==> src/sv/twt_pkg.sv <==
// ----------------------------------------------------------------------------
// twt_pkg: shared types and constants of the timer table
// entry layout, operation and status codes, controller states
// ----------------------------------------------------------------------------
package twt_pkg;

  localparam int MAX_TIMERS   = 32;
  localparam int RESULT_LIMIT = 32;
  localparam int IdxW = (MAX_TIMERS > 1) ? $clog2(MAX_TIMERS) : 1;
  localparam int CntW = $clog2(RESULT_LIMIT + 1);

  typedef enum logic [1:0] {
    OP_ADD     = 2'd0,
    OP_REFRESH = 2'd1,
    OP_CANCEL  = 2'd2,
    OP_TICK    = 2'd3
  } op_e;

  typedef enum logic [1:0] {
    ST_OK        = 2'd0,
    ST_NOT_FOUND = 2'd1,
    ST_CANCELLED = 2'd2,
    ST_FULL      = 2'd3
  } status_e;

  typedef enum logic [2:0] {
    S_IDLE,
    S_SCAN,
    S_APPLY,
    S_TICK,
    S_FLUSH
  } state_e;

  typedef struct packed {
    logic        valid;
    logic        cancelled;
    logic [63:0] id;
    logic [31:0] timeout;
    logic [31:0] remaining;
  } entry_t;

endpackage

==> src/sv/twt_cell.sv <==
// ----------------------------------------------------------------------------
// twt_cell: one table entry in the rotating ring
// loads the neighbor's entry on every shift cycle
// ----------------------------------------------------------------------------
module twt_cell
  import twt_pkg::*;
(
  input  logic   clk_i,
  input  logic   rst_ni,
  input  logic   shift_i,
  input  entry_t entry_i,
  output entry_t entry_o
);

  logic        valid_q;
  logic        cancelled_q;
  logic [63:0] id_q;
  logic [31:0] timeout_q;
  logic [31:0] remaining_q;

  // flags need reset, payload does not
  always_ff @(posedge clk_i or negedge rst_ni) begin
    if (!rst_ni) begin
      valid_q     <= 1'b0;
      cancelled_q <= 1'b0;
    end else if (shift_i) begin
      valid_q     <= entry_i.valid;
      cancelled_q <= entry_i.cancelled;
    end
  end

  always_ff @(posedge clk_i) begin
    if (shift_i) begin
      id_q        <= entry_i.id;
      timeout_q   <= entry_i.timeout;
      remaining_q <= entry_i.remaining;
    end
  end

  // repack the entry for the neighbor
  always_comb begin
    entry_o.valid     = valid_q;
    entry_o.cancelled = cancelled_q;
    entry_o.id        = id_q;
    entry_o.timeout   = timeout_q;
    entry_o.remaining = remaining_q;
  end

endmodule

==> src/sv/timer_wheel_table.sv <==
// ----------------------------------------------------------------------------
// timer_wheel_table: table of one-shot timers kept in a ring of cells
// commands search by id, a tick counts each valid entry down and reports the uncancelled expiries
// ----------------------------------------------------------------------------
// channel   | direction | ports
// command   | in        | start, busy, operation_i, timer_id_i, timeout_i
// result    | out       | result_strobe_o, kind_o, expired_or_addressed_id_o,
//           |           | status_o, last_o
//
// busy stays high through the tick pass and the flush state after a tick
// transfer, and through the search pass, write pass and flush state after a
// command; the next transfer can be taken once busy is low. the ring rotates
// once per pass and the head cell sees one entry per cycle. results leave
// through an output register, one per cycle.
// reset clears all valid and cancel flags at once; no clearing pass.
// the receiver cannot stall; start is taken only while busy is low.
// ----------------------------------------------------------------------------
module timer_wheel_table
  import twt_pkg::*;
(
  input  logic        clk_i,
  input  logic        rst_ni,
  input  logic        start,
  output logic        busy,
  input  logic [1:0]  operation_i,
  input  logic [63:0] timer_id_i,
  input  logic [31:0] timeout_i,
  output logic        result_strobe_o,
  output logic        kind_o,
  output logic [63:0] expired_or_addressed_id_o,
  output logic [1:0]  status_o,
  output logic        last_o
);

  localparam logic [IdxW-1:0] LastIdx = IdxW'(MAX_TIMERS - 1);

  state_e state_q, state_d;
  logic [IdxW-1:0] idx_q, idx_d;
  op_e op_q;
  logic [63:0] id_q;
  logic [31:0] tmo_q;
  logic hit_q, hit_d, hitc_q, hitc_d, ffound_q, ffound_d;
  logic [IdxW-1:0] hidx_q, hidx_d, fidx_q, fidx_d;
  logic [CntW-1:0] n_q, n_d;
  logic pend_q, pend_d, pkind_q, pkind_d;
  logic [63:0] pid_q, pid_d;
  logic [1:0] pst_q, pst_d;
  logic ostb_d, okind_d, olast_d;
  logic [63:0] oid_d;
  logic [1:0] ost_d;

  entry_t ring [MAX_TIMERS];
  entry_t head, head_upd;
  logic shift;
  logic [31:0] rem_dec;
  logic expire, emit;
  logic [IdxW-1:0] sel_idx;
  status_e cmd_st;

  // ring of cells, head feeds back into the tail
  for (genvar k = 0; k < MAX_TIMERS; k++) begin : g_cell
    entry_t nxt;
    if (k == MAX_TIMERS - 1) begin : g_tail
      assign nxt = head_upd;
    end else begin : g_mid
      assign nxt = ring[k+1];
    end
    twt_cell u_cell (
      .clk_i   (clk_i),
      .rst_ni  (rst_ni),
      .shift_i (shift),
      .entry_i (nxt),
      .entry_o (ring[k])
    );
  end

  assign head  = ring[0];
  assign shift = (state_q == S_SCAN) || (state_q == S_APPLY) || (state_q == S_TICK);
  assign busy  = (state_q != S_IDLE);

  // command outcome from the search pass
  always_comb begin
    sel_idx = hit_q ? hidx_q : fidx_q;
    cmd_st  = ST_OK;
    case (op_q)
      OP_ADD:     cmd_st = (hit_q || ffound_q) ? ST_OK : ST_FULL;
      OP_REFRESH: cmd_st = hit_q ? ST_OK : ST_NOT_FOUND;
      OP_CANCEL:  cmd_st = !hit_q ? ST_NOT_FOUND : (hitc_q ? ST_CANCELLED : ST_OK);
      default:    cmd_st = ST_OK;
    endcase
  end

  // head cell update
  always_comb begin
    head_upd = head;
    rem_dec  = (head.valid && head.remaining != 32'd0) ? head.remaining - 32'd1
                                                       : head.remaining;
    expire   = 1'b0;
    emit     = 1'b0;
    if (state_q == S_TICK) begin
      head_upd.remaining = rem_dec;
      expire = head.valid && (rem_dec == 32'd0);
      if (expire && head.cancelled) begin
        head_upd.valid     = 1'b0;
        head_upd.cancelled = 1'b0;
      end else if (expire && (n_q < CntW'(RESULT_LIMIT))) begin
        emit           = 1'b1;
        head_upd.valid = 1'b0;
      end
    end else if (state_q == S_APPLY && idx_q == sel_idx && cmd_st == ST_OK) begin
      case (op_q)
        OP_ADD: begin
          head_upd.valid     = 1'b1;
          head_upd.cancelled = 1'b0;
          head_upd.id        = id_q;
          head_upd.timeout   = tmo_q;
          head_upd.remaining = tmo_q;
        end
        OP_REFRESH: head_upd.remaining = head.timeout;
        OP_CANCEL:  head_upd.cancelled = 1'b1;
        default:    head_upd = head;
      endcase
    end
  end

  // next state
  always_comb begin
    state_d = state_q;
    case (state_q)
      S_IDLE:  if (start) state_d = (op_e'(operation_i) == OP_TICK) ? S_TICK : S_SCAN;
      S_SCAN:  if (idx_q == LastIdx) state_d = S_APPLY;
      S_APPLY: if (idx_q == LastIdx) state_d = S_FLUSH;
      S_TICK:  if (idx_q == LastIdx) state_d = S_FLUSH;
      S_FLUSH: state_d = S_IDLE;
      default: state_d = S_IDLE;
    endcase
  end

  // datapath and result outputs
  always_comb begin
    idx_d    = (shift && idx_q != LastIdx) ? idx_q + IdxW'(1) : '0;
    hit_d    = hit_q;
    hitc_d   = hitc_q;
    hidx_d   = hidx_q;
    ffound_d = ffound_q;
    fidx_d   = fidx_q;
    n_d      = n_q;
    pend_d   = pend_q;
    pkind_d  = pkind_q;
    pid_d    = pid_q;
    pst_d    = pst_q;
    ostb_d   = 1'b0;
    okind_d  = pkind_q;
    oid_d    = pid_q;
    ost_d    = pst_q;
    olast_d  = 1'b0;
    case (state_q)
      S_IDLE: begin
        hit_d    = 1'b0;
        ffound_d = 1'b0;
        n_d      = '0;
        pend_d   = 1'b0;
      end
      S_SCAN: begin
        if (head.valid && head.id == id_q) begin
          hit_d  = 1'b1;
          hitc_d = head.cancelled;
          hidx_d = idx_q;
        end else if (!head.valid && !ffound_q) begin
          ffound_d = 1'b1;
          fidx_d   = idx_q;
        end
      end
      S_APPLY: begin
        if (idx_q == LastIdx) begin
          pend_d  = 1'b1;
          pkind_d = 1'b0;
          pid_d   = id_q;
          pst_d   = cmd_st;
        end
      end
      S_TICK: begin
        if (emit) begin
          ostb_d  = pend_q;
          pend_d  = 1'b1;
          pkind_d = 1'b1;
          pid_d   = head.id;
          pst_d   = ST_OK;
          n_d     = n_q + CntW'(1);
        end
      end
      S_FLUSH: begin
        ostb_d  = pend_q;
        olast_d = 1'b1;
        pend_d  = 1'b0;
      end
      default: ;
    endcase
  end

  always_ff @(posedge clk_i or negedge rst_ni) begin
    if (!rst_ni) begin
      state_q         <= S_IDLE;
      idx_q           <= '0;
      pend_q          <= 1'b0;
      result_strobe_o <= 1'b0;
    end else begin
      state_q         <= state_d;
      idx_q           <= idx_d;
      pend_q          <= pend_d;
      result_strobe_o <= ostb_d;
    end
  end

  always_ff @(posedge clk_i) begin
    if (state_q == S_IDLE && start) begin
      op_q  <= op_e'(operation_i);
      id_q  <= timer_id_i;
      tmo_q <= (timeout_i == 32'd0) ? 32'd1 : timeout_i;
    end
    hit_q    <= hit_d;
    hitc_q   <= hitc_d;
    hidx_q   <= hidx_d;
    ffound_q <= ffound_d;
    fidx_q   <= fidx_d;
    n_q      <= n_d;
    pkind_q  <= pkind_d;
    pid_q    <= pid_d;
    pst_q    <= pst_d;
    kind_o   <= okind_d;
    expired_or_addressed_id_o <= oid_d;
    status_o <= ost_d;
    last_o   <= olast_d;
  end

  // checks
  a_busy_after_start: assert property (@(posedge clk_i) disable iff (!rst_ni)
    start && !busy |=> busy) else $error("command transfer not taken");
  a_cmd_single: assert property (@(posedge clk_i) disable iff (!rst_ni)
    result_strobe_o && !kind_o |-> last_o) else $error("command result not last");
  a_expiry_ok: assert property (@(posedge clk_i) disable iff (!rst_ni)
    result_strobe_o && kind_o |-> status_o == ST_OK) else $error("expiry status");

endmodule

==> config.mk <==
export PLATFORM = sky130hd
export DESIGN_NAME = timer_wheel_table
export DESIGN_NICKNAME = d
export VERILOG_FILES = /design/src/sv/twt_pkg.sv /design/src/sv/twt_cell.sv /design/src/sv/timer_wheel_table.sv
export SDC_FILE = /design/constraint.sdc
export NUM_CORES = 2
export LEC_CHECK = 0
export ABC_AREA = 1
export BUFFER_PORTS_ARGS = -buffer_cell sky130_fd_sc_hd__clkbuf_2
export CORE_UTILIZATION = 40
export CTS_CLUSTER_DIAMETER = 60
export DETAILED_ROUTE_END_ITERATION = 7
export GPL_TIMING_DRIVEN = 0
export SYNTH_ARGS = -nofsm -noshare
export SYNTH_HDL_FRONTEND = slang
export SYNTH_SLANG_ARGS = --single-unit
==> constraint.sdc <==
create_clock -name clk_i -period 111.8 [get_ports clk_i]
set_input_delay 11.18 -clock clk_i [delete_from_list [all_inputs] [get_ports clk_i]]
set_output_delay 11.18 -clock clk_i [all_outputs]
set_load 0.005 [all_outputs]
==> run summary <==
status: complete, no violations
FF-to-FF path depth: 11
Setup Viol. Count Final: 0
DRT iter0 DRCs: 5548
first-pass GRT wire length: 317000 um
sequential share of the synthesized area: 95.2%
Mapped Cells: 5920
RSZ-0062 raised after global routing: no
number of global-route vias before repair: 51200
Max Slew Vio Count: 0
drt total wl: 211000 um
worst-margin pin slew: 1380 ps
Most used DFF post-synth: edfxtp_1
WP depth: 3
drt first pass iters: 6
post-CTS resize count: 0
PD cells: 29.7 nW/um^2
worst-path maximum fanout: 8
Final ANT Viol Nets: 0
MaxCap Viol Count: 0
crit path to: busy
DIE HEIGHT: 590 um
critical-path cell list: nor2_1 > nand2_1 > clkbuf_2
cell family with most CP delay: simple AND/OR/NAND/NOR gates
drt via density: 4.62
TritonCTS clock tree: done
GR Overflow Total: 0
top cells by count, synth: edfxtp_1, nand2_1, nor2_1, inv_1, o21ai_0
port bufs: 170
TritonCTS sink count: 4422
post-route minimum period: 13170 ps
post-CTS setup repair buffer count: 0
Clock H-tree levels: 5
Netlist cell types: 49
Final Cell Area: 159000 um^2
Setup TNS: 0 ps
crit share post-route: 11.8%
core area: 344000 um^2
cell area after synthesis: 138000 um^2
Leak: 0.0498 uW
Pwr Total: 4730 uW
R2R Path Start: state_q[0]
Post-Syn Area per Cell: 23.4 um^2
Setup Skew: 64.2 ps
via count: 52800
root buffer cell: clkbuf_16
asr flop ratio synth: 1.67%
worst r2r dst: g_cell[28].u_cell.id_q[51]
CTS buffer count: 408
P&R area growth vs syn: 15.0%
Worst Setup Path Type: reg -> out
antenna violations before repair: 29
WP data required: 100620 ps
count leader, synth: edfxtp_1
wire length per cell: 18.5 um
Post-DP Area: 146000 um^2
share of cells above drive strength 1: 12.2%
row count: 215
Area contributors post-synth: edfxtp_1, nand2_1, dfrtp_1
Hold Vio Cnt, Final: 0
Crit. End Element: primary output
post-layout util: 46.3%
Reg clk slew, reported paths: 60 ps
Ports: 171
Crit path largest cell delay: 400 ps
Worst VDD drop: 0.0248 mV
worst skew pair latency: 900 ps
Critical Path AT: 1990 ps
drc violations: 0
DP Wirelength: 123000 um
largest net degree at the start of global routing: 135
CP Launch Type: flip-flop
Post-synth EDFFs: 4280
Max Root-Sink Buffers: 4
Die X: 590 um
setup slack, reg-to-reg: 106200 ps
Hold WS: 342 ps
Mapped Nets: 6026
hold-fix buffers at CTS: 0
nets@finish: 6648
Tot GR Track Use: 12.0%
Slowest cell on crit path: dfrtp_1
post-synth top area share: 92.9%
CP startpoint: state_q[0]
area leader, netlist: edfxtp_1
FMAX: 76.0 MHz
Die ar.: 348000 um^2
synth warn: 0
GPL Wtd Cong: 0.837
initial core utilization: 40.3%
flop and latch count out of synthesis: 4422
Worst Hold Class: reg -> reg
Buf+Inv Stages, Crit Path: 1
slew margin rel.: 8.24%
-- worst min-delay path by stage --
stage | startpoint | to | slack, ps | cells past startpoint
4_1_cts | oid_d[53] | expired_or_addressed_id_o[53] | 340 | 0
6_report | oid_d[53] | expired_or_addressed_id_o[53] | 340 | 0
3_3_place_gp | okind_d | kind_o | 330 | 0
2_1_floorplan | oid_d[0] | expired_or_addressed_id_o[0] | 320 | 0
5_1_grt | oid_d[29] | expired_or_addressed_id_o[29] | 350 | 0
3_5_place_dp | oid_d[18] | expired_or_addressed_id_o[18] | 330 | 0
-- sequential cells by signal, indices dropped and copies added (netlist names), 6 cells and up --
register,cells
g_cell.u_cell.cancelled_q,32
oid_d,64
g_cell.u_cell.id_q,2048
n_q,6
id_q,64
expired_or_addressed_id_o,64
g_cell.u_cell.valid_q,32
g_cell.u_cell.remaining_q,1024
g_cell.u_cell.timeout_q,1024
tmo_q,32
-- cell usage in the layout, fill, tap and decap left out, types with 13 or more instances in the layout --
master      synthesis  final
clkbuf_2            0    169
edfxtp_1         4280   4280
nand2_1           568    568
dfrtp_1            74     74
o21ai_0           131    131
buf_2              24     24
clkinv_1            1     82
buf_16              0     38
nor2_1            203    201
clkbuf_16           0    416
nor4_1             13     13
nand4_1            18     18
nand3_1            39     39
dfxtp_1            68     68
clkinvlp_4          0     16
xor2_1             19     19
inv_1             196    195
bufinv_16           0     37
o22ai_1            34     34
clkbuf_1           69    158
clkinv_2            0     66
a21oi_1            89     89
-- cells by family (layout without fill, tap and decap cells) --
group | Yosys count | count (layout) | share of synthesized area (%)
buf+inv | 299 | 1253 | 0.852
simple gates | 880 | 880 | 2.56
xor+xnor | 22 | 22 | 0.139
flops | 4422 | 4422 | 95.2
other cells | 0 | 5 | 0
compound gates | 292 | 292 | 1.17
fa+ha+maj | 5 | 5 | 0.0452
-- report_power, final --
part | internal (uW) | switching (uW)
registers | 2680 | 149
clock network | 774 | 573
logic | 89.3 | 470
total | 3540 | 1190
-- metal layers --
| metal | global-route usage (%) | part of all wire (%) | wire length, um | up-vias |
|---|---|---|---|---|
| li1 | - | - | - | 24000 |
| met1 | 19.1 | 49 | 104000 | 26800 |
| met2 | 16.1 | 41 | 87400 | 1459 |
| met3 | 2.38 | 6.1 | 12900 | 462 |
| met4 | 4.44 | 3.4 | 7110 | 2 |
| met5 | 0 | 0.0095 | 20 | - |
-- per-stage QoR --
stage,std cells,worst slack (ps)
2_1_floorplan,5920,57830
3_3_place_gp,10600,41160
3_5_place_dp,10700,98960
4_1_cts,11400,98510
5_1_grt,11400,98420
6_report,11400,98630
-- final cells by class --
type	count	area, um^2
antenna	5	12.5
buffer	99	438
clock buffer	511	10800
clock inverter	231	2280
fill	27800	184000
inverter	200	753
multi-input combinational	1199	5430
sequential	4422	132000
tap	4557	5700
timing repair buffer	212	1970
Note: power is estimated with default switching activity, not from simulation.
